===== src/rtl/glcd_pkg.sv =====
//------------------------------------------------------------------------------
// glcd_pkg
// Types and constants shared by the group lasso coordinate descent block.
//------------------------------------------------------------------------------
package glcd_pkg;

	localparam logic [1:0] CMD_LOAD_B = 2'd0;
	localparam logic [1:0] CMD_LOAD_T = 2'd1;
	localparam logic [1:0] CMD_SOLVE  = 2'd2;

	localparam logic [2:0] REG_GROUPS  = 3'd0;
	localparam logic [2:0] REG_LENGTH  = 3'd1;
	localparam logic [2:0] REG_PENALTY = 3'd2;
	localparam logic [2:0] REG_SWEEPS  = 3'd3;
	localparam logic [2:0] REG_TOL     = 3'd4;

	typedef struct packed {
		logic [1:0]         command;
		logic [2:0]         row;
		logic [2:0]         column;
		logic signed [31:0] value;
	} glcd_in_t;

	typedef struct packed {
		logic [2:0]         out_row;
		logic [2:0]         out_column;
		logic signed [31:0] solution;
		logic               converged;
		logic               last;
	} glcd_out_t;

	typedef enum logic [4:0] {
		ST_IDLE, ST_INIT, ST_ROW, ST_MAC_RD, ST_MAC, ST_RES, ST_SQRT, ST_FDIV,
		ST_SDIV, ST_SCALE_RD, ST_SCALE, ST_SCALE_WR, ST_CHG, ST_CHECK, ST_EMIT_RD,
		ST_EMIT
	} glcd_state_t;

	typedef enum logic [3:0] {
		OP_NONE, OP_INIT, OP_ROW, OP_MAC_RD, OP_MAC, OP_RES, OP_SQRT_START,
		OP_FDIV_START, OP_SDIV_START, OP_SCALE_RD, OP_SCALE, OP_SCALE_WR,
		OP_CHG, OP_EMIT_RD
	} glcd_op_t;

	typedef struct packed {
		glcd_op_t   op;
		logic [2:0] g;
		logic [2:0] j;
		logic [2:0] k;
		logic       sweep_start;
	} glcd_cmd_t;

	typedef struct packed {
		logic unit_busy;
		logic above;
		logic small_change;
	} glcd_status_t;

endpackage


===== src/rtl/glcd_ctrl.sv =====
//------------------------------------------------------------------------------
// glcd_ctrl
// Sequencer that walks rows, columns and sweeps and drives the datapath.
//------------------------------------------------------------------------------
module glcd_ctrl import glcd_pkg::*; (
	input  logic         clk,
	input  logic         arst_n,
	input  logic         start,
	input  logic [3:0]   p_in,
	input  logic [3:0]   d_in,
	input  logic [15:0]  max_sweeps,
	input  glcd_status_t status,
	input  logic         out_free,
	output glcd_cmd_t    cmd,
	output logic         busy,
	output logic         emit,
	output logic         emit_last,
	output logic         conv
);

	glcd_state_t state_q, state_d;
	logic [2:0] g_q, g_d, j_q, j_d, k_q, k_d, pm, dm;
	logic [15:0] sw_q, sw_d;
	logic conv_q, conv_d, first_q, first_d;

	assign pm = (p_in == 4'd0) ? 3'd0 : (p_in > 4'd8 ? 3'd7 : 3'(p_in - 4'd1));
	assign dm = (d_in == 4'd0) ? 3'd0 : (d_in > 4'd8 ? 3'd7 : 3'(d_in - 4'd1));

	always_ff @(posedge clk or negedge arst_n) begin
		if (!arst_n) begin
			state_q <= ST_IDLE;
			g_q <= '0;
			j_q <= '0;
			k_q <= '0;
			sw_q <= '0;
			conv_q <= 1'b0;
			first_q <= 1'b0;
		end else begin
			state_q <= state_d;
			g_q <= g_d;
			j_q <= j_d;
			k_q <= k_d;
			sw_q <= sw_d;
			conv_q <= conv_d;
			first_q <= first_d;
		end
	end

	always_comb begin
		state_d = state_q;
		g_d = g_q;
		j_d = j_q;
		k_d = k_q;
		sw_d = sw_q;
		conv_d = conv_q;
		first_d = first_q;
		cmd = '{op: OP_NONE, g: g_q, j: j_q, k: k_q, sweep_start: 1'b0};
		emit = 1'b0;
		emit_last = (g_q == pm) && (j_q == dm);
		unique case (state_q)
			ST_IDLE: begin
				if (start) begin
					state_d = ST_INIT;
					g_d = '0;
					j_d = '0;
					conv_d = 1'b0;
				end
			end
			// Each entry first reads the target, then writes it to both copies.
			ST_INIT: begin
				if (!first_q) begin
					first_d = 1'b1;
				end else begin
					first_d = 1'b0;
					cmd.op = OP_INIT;
					if (j_q == dm) begin
						j_d = '0;
						if (g_q == pm) begin
							g_d = '0;
							sw_d = '0;
							state_d = (max_sweeps == '0) ? ST_EMIT_RD : ST_ROW;
						end else g_d = g_q + 3'd1;
					end else j_d = j_q + 3'd1;
				end
			end
			ST_ROW: begin
				cmd.op = OP_ROW;
				cmd.sweep_start = (g_q == 3'd0);
				j_d = '0;
				k_d = '0;
				state_d = ST_MAC_RD;
			end
			ST_MAC_RD: begin
				cmd.op = OP_MAC_RD;
				state_d = ST_MAC;
			end
			ST_MAC: begin
				if (!first_q) begin
					first_d = 1'b1;
				end else begin
					first_d = 1'b0;
					cmd.op = OP_MAC;
					if (k_q == pm) state_d = ST_RES;
					else begin
						k_d = k_q + 3'd1;
						state_d = ST_MAC_RD;
					end
				end
			end
			ST_RES: begin
				cmd.op = OP_RES;
				k_d = '0;
				if (j_q == dm) begin
					j_d = '0;
					state_d = ST_SQRT;
				end else begin
					j_d = j_q + 3'd1;
					state_d = ST_MAC_RD;
				end
			end
			ST_SQRT: begin
				if (!first_q) begin
					cmd.op = OP_SQRT_START;
					first_d = 1'b1;
				end else if (!status.unit_busy) begin
					first_d = 1'b0;
					state_d = ST_FDIV;
				end
			end
			ST_FDIV: begin
				if (!first_q) begin
					cmd.op = OP_FDIV_START;
					first_d = 1'b1;
				end else if (!status.unit_busy) begin
					first_d = 1'b0;
					state_d = ST_SDIV;
				end
			end
			ST_SDIV: begin
				if (!first_q) begin
					cmd.op = OP_SDIV_START;
					first_d = 1'b1;
				end else if (!status.unit_busy) begin
					first_d = 1'b0;
					state_d = ST_SCALE_RD;
				end
			end
			ST_SCALE_RD: begin
				cmd.op = OP_SCALE_RD;
				state_d = ST_SCALE;
			end
			ST_SCALE: begin
				cmd.op = OP_SCALE;
				state_d = ST_SCALE_WR;
			end
			ST_SCALE_WR: begin
				cmd.op = OP_SCALE_WR;
				if (j_q == dm) begin
					j_d = '0;
					if (g_q == pm) begin
						g_d = '0;
						state_d = ST_CHG;
					end else begin
						g_d = g_q + 3'd1;
						state_d = ST_ROW;
					end
				end else begin
					j_d = j_q + 3'd1;
					state_d = ST_SCALE;
				end
			end
			ST_CHG: begin
				if (!first_q) begin
					first_d = 1'b1;
				end else begin
					first_d = 1'b0;
					cmd.op = OP_CHG;
					if (j_q == dm) begin
						j_d = '0;
						if (g_q == pm) begin
							g_d = '0;
							state_d = ST_CHECK;
						end else g_d = g_q + 3'd1;
					end else j_d = j_q + 3'd1;
				end
			end
			ST_CHECK: begin
				sw_d = sw_q + 16'd1;
				if (status.small_change) begin
					conv_d = 1'b1;
					state_d = ST_EMIT_RD;
				end else if (sw_q + 16'd1 >= max_sweeps) state_d = ST_EMIT_RD;
				else state_d = ST_ROW;
			end
			ST_EMIT_RD: begin
				cmd.op = OP_EMIT_RD;
				state_d = ST_EMIT;
			end
			ST_EMIT: begin
				if (out_free) begin
					emit = 1'b1;
					if (emit_last) begin
						g_d = '0;
						j_d = '0;
						state_d = ST_IDLE;
					end else begin
						if (j_q == dm) begin
							j_d = '0;
							g_d = g_q + 3'd1;
						end else j_d = j_q + 3'd1;
						state_d = ST_EMIT_RD;
					end
				end
			end
			default: state_d = ST_IDLE;
		endcase
	end

	assign busy = (state_q != ST_IDLE);
	assign conv = conv_q;

endmodule


===== config.mk =====
export PLATFORM = sky130hd
export DESIGN_NAME = glcd_ctrl
export DESIGN_NICKNAME = d
export VERILOG_FILES = /design/src/rtl/glcd_pkg.sv /design/src/rtl/glcd_ctrl.sv
export SDC_FILE = /design/constraint.sdc
export NUM_CORES = 1
export LEC_CHECK = 0
export ABC_AREA = 1
export BUFFER_PORTS_ARGS = -buffer_cell sky130_fd_sc_hd__buf_2
export CAP_MARGIN = 40
export CORE_MARGIN = 1.5
export CORE_UTILIZATION = 35
export DETAILED_ROUTE_END_ITERATION = 16
export GPL_TIMING_DRIVEN = 0
export SYNTH_ARGS = -nofsm -noshare
export SYNTH_HDL_FRONTEND = slang
export SYNTH_SLANG_ARGS = --single-unit

===== constraint.sdc =====
create_clock -name clk -period 6.6 [get_ports clk]
set_input_delay 1.98 -clock clk [delete_from_list [all_inputs] [get_ports clk]]
set_output_delay 1.98 -clock clk [all_outputs]
set_load 0.05 [all_outputs]

; ---- After elaboration in Yosys (flattened, before gate mapping)
; Index checks and enable logic that the tools add are counted.
[classes]
n_addsub = 6
order_cmp = 3
n_eq_ne = 37
muxes = 65
n_reduce_logical = 24
[op_table]
columns = operator, n
row1 = two-way mux 5 bit, 16
row2 = one-hot mux 5 bit (16 select lines), 1
row3 = two-way mux 3 bit, 22
row4 = one-hot mux 4 bit (13 select lines), 1
row5 = two-way mux 16 bit, 3
row6 = "== test 5 x 4 -> 1 bit, second input constant", 8
row7 = "inequality test 2 bit, second input constant", 17
row8 = one-hot mux 16 bit (2 select lines), 1
row9 = two-way mux 4 bit, 7
row10 = "== test 5 x 3 -> 1 bit, second input constant", 4
row11 = "adder 16 x 1 -> 16 bit, second input constant", 1
row12 = >= comparator 16 bit, 1
row13 = logical NOT 16 bit, 1
row14 = one-hot mux 3 bit (5 select lines), 1
row15 = AND reduction 15 bit, 1
row16 = one-hot mux 3 bit (4 select lines), 1
row17 = "== test 5 x 2 -> 1 bit, second input constant", 2
row18 = nonzero test 5 bit, 2
row19 = "adder 3 x 1 -> 3 bit, second input constant", 3
row20 = == test 3 bit, 3
row21 = two-way mux 1 bit, 9
row22 = "> comparator 4 bit, second input constant", 2
row23 = logical NOT 4 bit, 2
row24 = AND reduction 4 bit, 2
row25 = 15 further kinds, 24
[word_totals]
reg_bits = 32
inputBits = 31
output_inout_bits = 18
elab_cells = 142

; ---- Logic depth before layout (Yosys ltp)
[logic_depth]
ltp_word = 8
mapped_depth = 22
mapped_depth_nobuf = 22

; ---- Worst setup path before layout
; No wires, ideal clock.
[synth_timing]
path_kind = input to output
start = input port d_in[0]
end = output port emit_last
arrival_time_ns = 3.071
slack_ns = 1.549
cell_stages = 9
n_path_buf = 0
path_cell_list = inv_1 > ha_1 > nand2_1 > nand2_1 > nand2_1 > nand3_1 > nand2_1 > nand3_1 > nor2_4
[synth_between]
elab_chain_cells = 5
word_cells_on_any_way = 7
cone_classes = add/sub: 1 / order compare: 1 / eq/ne: 1 / mux: 2 / reduce/logical: 2
[synth_lines]
columns = element, line_no
row1 = from (decl), glcd_ctrl.sv:10  ; input logic [3:0] d_in,
row2 = > comparator 4 bit or subtractor 3 x 1 -> 3 bit (tied branches), glcd_ctrl.sv:27  ; assign dm = (d_in == 4'd0) ? 3'd0 : (d_in > 4'd8 ? 3'd7 : 3'(d_in - 4'd1));
row3 = two-way mux 3 bit, glcd_ctrl.sv:27
row4 = two-way mux 3 bit *, glcd_ctrl.sv:27
row5 = == test 3 bit *, glcd_ctrl.sv:59  ; emit_last = (g_q == pm) && (j_q == dm);
row6 = logical AND 1 bit *, glcd_ctrl.sv:59
row7 = to (decl), glcd_ctrl.sv:17  ; output logic emit_last,
; Every way passes the cells marked *; elsewhere a longest branch is shown, timed or not.

; ---- Worst setup path in the final report
[layout_timing]
start = input port p_in[0]
end = output port emit_last
[layout_between]
elab_chain_cells = 5
word_cells_on_any_way = 7
cone_classes = add/sub: 1 / order compare: 1 / eq/ne: 1 / mux: 2 / reduce/logical: 2
[layout_lines]
columns = element, line_no
row1 = from (decl), glcd_ctrl.sv:9  ; input logic [3:0] p_in,
row2 = > comparator 4 bit or subtractor 3 x 1 -> 3 bit (tied branches), glcd_ctrl.sv:26  ; assign pm = (p_in == 4'd0) ? 3'd0 : (p_in > 4'd8 ? 3'd7 : 3'(p_in - 4'd1));
row3 = two-way mux 3 bit, glcd_ctrl.sv:26
row4 = two-way mux 3 bit *, glcd_ctrl.sv:26
row5 = == test 3 bit *, glcd_ctrl.sv:59
row6 = logical AND 1 bit *, glcd_ctrl.sv:59
; Marks and branches as above.

==> impl.org <==
** Global route
- In the global route stage, overall resource usage came out at 0.170.
- The layer flagged by global routing as most heavily used is met2.
- The number of global-route vias before repair was 2,647.
- Overflow after GRT :: 0
- In the global route stage, met3 resource usage came out at 0.0276.
- For met1 alone, demand over resource in global routing was 0.225.
- The initial antenna violation count came to 0.
- For this run, global-route usage on met2 was measured as 0.278.
- Entering global routing, the biggest net connects 32 pins.
- The first global-routing pass estimated ~12,000 um of wire.

** Yosys
- Count of distinct cell types in the synthesized netlist :: 36
- Yosys printed 0 warnings.
- In the synthesized netlist the dominant register cell turns out to be dfrtp_1.
- For this run, the register share of the synthesized area comes to 0.270.
- Counting flops and latches in the post-synthesis netlist gives 31.
- Of all flip-flops after synthesis, the portion carrying an async set or reset was 1.00.
- Synthesized cell area :: 2870 sq um
- Main area contributors after synthesis :: dfrtp_1 27%, nand2_1 15%, inv_1 12%
- Number of enable-type register cells in the synthesized netlist :: 0
- Cell type with the largest total area after synthesis :: dfrtp_1
- Synthesis produced a netlist with a net count of 498.
- Mean instance size in the synthesized netlist :: 6.47 sq um
- Gate Count Post-Synth :: 444
- Of the post-synthesis cell area, the dominant cell type holds 0.270.

** Clock tree
- In this run the number of H-tree levels came out at 2.
- Resized Gates After CTS :: 0
- Post-CTS timing repair inserted 0 buffers for setup.
- Clock tree synthesis selected as its root buffer the cell clkbuf_8.
- Clock-pin slew reported for the worst setup and hold paths after clock tree synthesis :: 80 ps
- Clock buffer depth :: 2
- Counting every sink on the clock net gives 31.
- CTS Buf Count :: 5
- CTS tree :: done
- Count of hold-fix buffers inserted at cts :: 0
- At the later pin of the worst-skew pair, clock insertion delay measures 300 ps.

** Detailed routing
- Detailed routing inserted a total of 2,824 vias.
- Post-detailed-routing wire length :: 6920 um
- Number of DRC violations after detailed-routing iteration 0 :: 181
- Before antenna repair, the detailed router went through 5 iterations.
- Via density per instance :: 4.70
- Drt wl/cell :: 11.5 um
- Total DRC errors in the routed layout :: 0
- The detail route stage leaves a number of antenna-violating nets equal to 0.

** Power
- Portion of total power attributed to the clock network :: 0.141
- Share of power burned in combinational logic :: 0.614
- Net Switching :: 0.769 mW
- Of the total power, registers draw 0.245.
- Share of total power consumed by net switching :: 0.531
- Cell internal power dissipation :: 0.679 mW
- Across the VDD grid, the largest voltage drop is approximately 130 uV.
- Pleak :: about 1.9 nW
- Total power density per cell area :: 432 nW/um^2

** Placed design
- Final estimated routing congestion in global placement :: 0.935
- Placed insts :: just under 600
- The count of buffers added on input and output ports is 47.
- Detailed placement ended at an HPWL of 5550 um.
- In this run the cell area measured after placement is 3230 sq um.

** Finish
- In the layout the commonest cells are 114 x nand2_1, 95 x inv_1, 48 x buf_2, 38 x nor2_1, 36 x nand3_1.
- Relative to the synthesized area, the layout overhead comes to 16.7%.
- Registers take just under 800 sq um.
- The count of cells in the finished layout, fillers not included, comes to around 600.
- Final-stage net count :: between 500 and 600
- In the final layout, the share of cells above drive strength 1 is 0.174.
- Multi-input gate area :: 1690 sq um
- Number of fillers in the final layout :: approximately 850
- The library cell used most frequently in the layout, excluding fill and tap cells, is nand2_1.
- Design area :: approximately 3400 sq um
- Antenna cell count :: 0

** STA
- Measured against its own limit, the worst slew margin works out to 0.513.
- Final setup fails :: 0
- The count of endpoints failing hold in the final timing report is 0.
- Subtracting the final worst setup slack from the clock period gives 5410 ps.
- At the pin with the least slew margin, the transition time is approximately 730 ps.
- In the finished design, the share of the clock period the worst path needs comes to 0.820.
- Between clock sinks in the finished design, the worst skew comes to 13.2 ps.
- Number of max-slew violations in the final report :: 0
- Setup repair after global routing left no endpoint under its margin.
- Derived from the worst setup path, the maximum achievable clock frequency is 0.185 GHz.
- Post-Route Setup TNS :: 0 ps

** Run status
- The run finished with clean final reports.

** Floorplanning
- Std-Cell Rows :: 32
- Die width :: 93.6 um
- The floorplan step set the die height to ~94 um.
- Pin placement for this block handled 49 I/O pins.
- Initial core utilization :: 0.366
- The region available for standard cell placement spans 7850 sq um.
- The floorplan step defined a die boundary enclosing 8760 sq um.

** Run
- Max-cap violations in this run came to 0.

** Setup path
- CP Cell Sequence :: buf_2, inv_1, ha_1, nand2_1, nand2_2, nand2_1, nand3_1, nand2_1, nor2_1, nand2_1, nor2_4, buf_2
- At the worst endpoint, the required time is 4620 ps.
- STA classifies the critical path startpoint as an input port.
- Critical Path Max Stage Delay :: 280 ps
- Most numerous cell on the critical path :: nand2_1
- STA classifies the critical path endpoint as an output port.
- Along the worst path, the maximum fanout reaches 6.
- WS Path Type :: in -> out
- Data arrival time of the worst path :: ~3400 ps
- Register-to-register setup slack :: 3720 ps
- CP max-delay cell :: buf_2

** Hold path
- Tightest Hold Check Type :: reg -> reg
-- metal layers --
layer / part of all wire / up-vias / wire (um)
met5: 0 / - / 0
met4: 0.020 / 0 / 138
met3: 0.041 / 9 / 281
met2: 0.46 / 63 / 3180
met1: 0.48 / 1261 / 3310
li1: - / 1491 / -
-- final timing paths --
check	start	to	depth (start not counted)
setup reg to reg	sw_q[0]	state_q[2]	21
hold / removal	conv	conv	2
hold reg to reg	conv	conv	2
min in group asynchronous	arst_n	g_q[1]	1
setup / recovery	p_in[0]	emit_last	12
max in group asynchronous	arst_n	j_q[1]	1
-- area by class of cell --
class / count / area share
multi-input combinational: 307 / 0.504
buffer: 2 / 0.00485
inverter: 104 / 0.116
sequential: 31 / 0.231
timing repair buffer: 47 / 0.0702
clock buffer: 6 / 0.0246
tap: 102 / 0.0381
clock inverter: 2 / 0.0105
-- state kept, by name (all words and copies together), names as in the netlist --
| signal | cells |
|---|---|
| conv | 1 |
| first_q | 1 |
| g_q | 3 |
| j_q | 3 |
| k_q | 3 |
| state_q | 4 |
| sw_q | 16 |
-- through the flow --
stage               power [mW]  setup slack (ps)  utilization  hold slack, ps
floorplan                 1.04              1550            -             493
global placement          1.23              1200        0.412             482
detailed placement        1.25              1180        0.412             500
CTS                       1.46              1170        0.427             521
global route              1.60              1050        0.427             535
finish                    1.45              1190        0.427             517
-- critical path: cells and delay by family --
| kind | cells | cell delay [ps] |
|---|---|---|
| adders and majority gates | 1 | 230 |
| buffers and inverters | 3 | 460 |
| and+or+nand+nor | 8 | 760 |
-- power groups by stage --
stage	registers, mW	clock network, mW	logic (mW)
after floorplan	0.397	0	0.647
after global placement	0.356	0	0.871
after detailed placement	0.356	0	0.892
after CTS	0.354	0.206	0.895
after global routing	0.369	0.214	1.01
final	0.355	0.204	0.889
-- Yosys cell counts, types with 2 or more instances --
master / count
nand2_2: 4
nand2_1: 114
o21ai_1: 12
nor2_4: 3
nand3_2: 2
nor3_1: 6
a21oi_1: 8
nor4_1: 2
inv_2: 9
o21ai_0: 18
nand4_1: 3
nand3_1: 36
o22ai_1: 7
ha_1: 23
inv_1: 95
nor2_2: 4
o21ai_2: 2
dfrtp_1: 31
xnor2_1: 2
xor2_1: 9
a22oi_1: 2
nor2_1: 38
-- logic make-up (layout without fill, tap and decap cells) --
logic type / Yosys count / in the layout / synth area share
and+or+nand+nor: 217 / 217 / 0.337
buffers and inverters: 106 / 161 / 0.142
AOI/OAI and AO/OA: 55 / 55 / 0.112
DFF: 31 / 31 / 0.270
adders and majority gates: 23 / 23 / 0.100
xor gates and xnor gates: 12 / 12 / 0.0392
(Power assumes the default switching activity.)
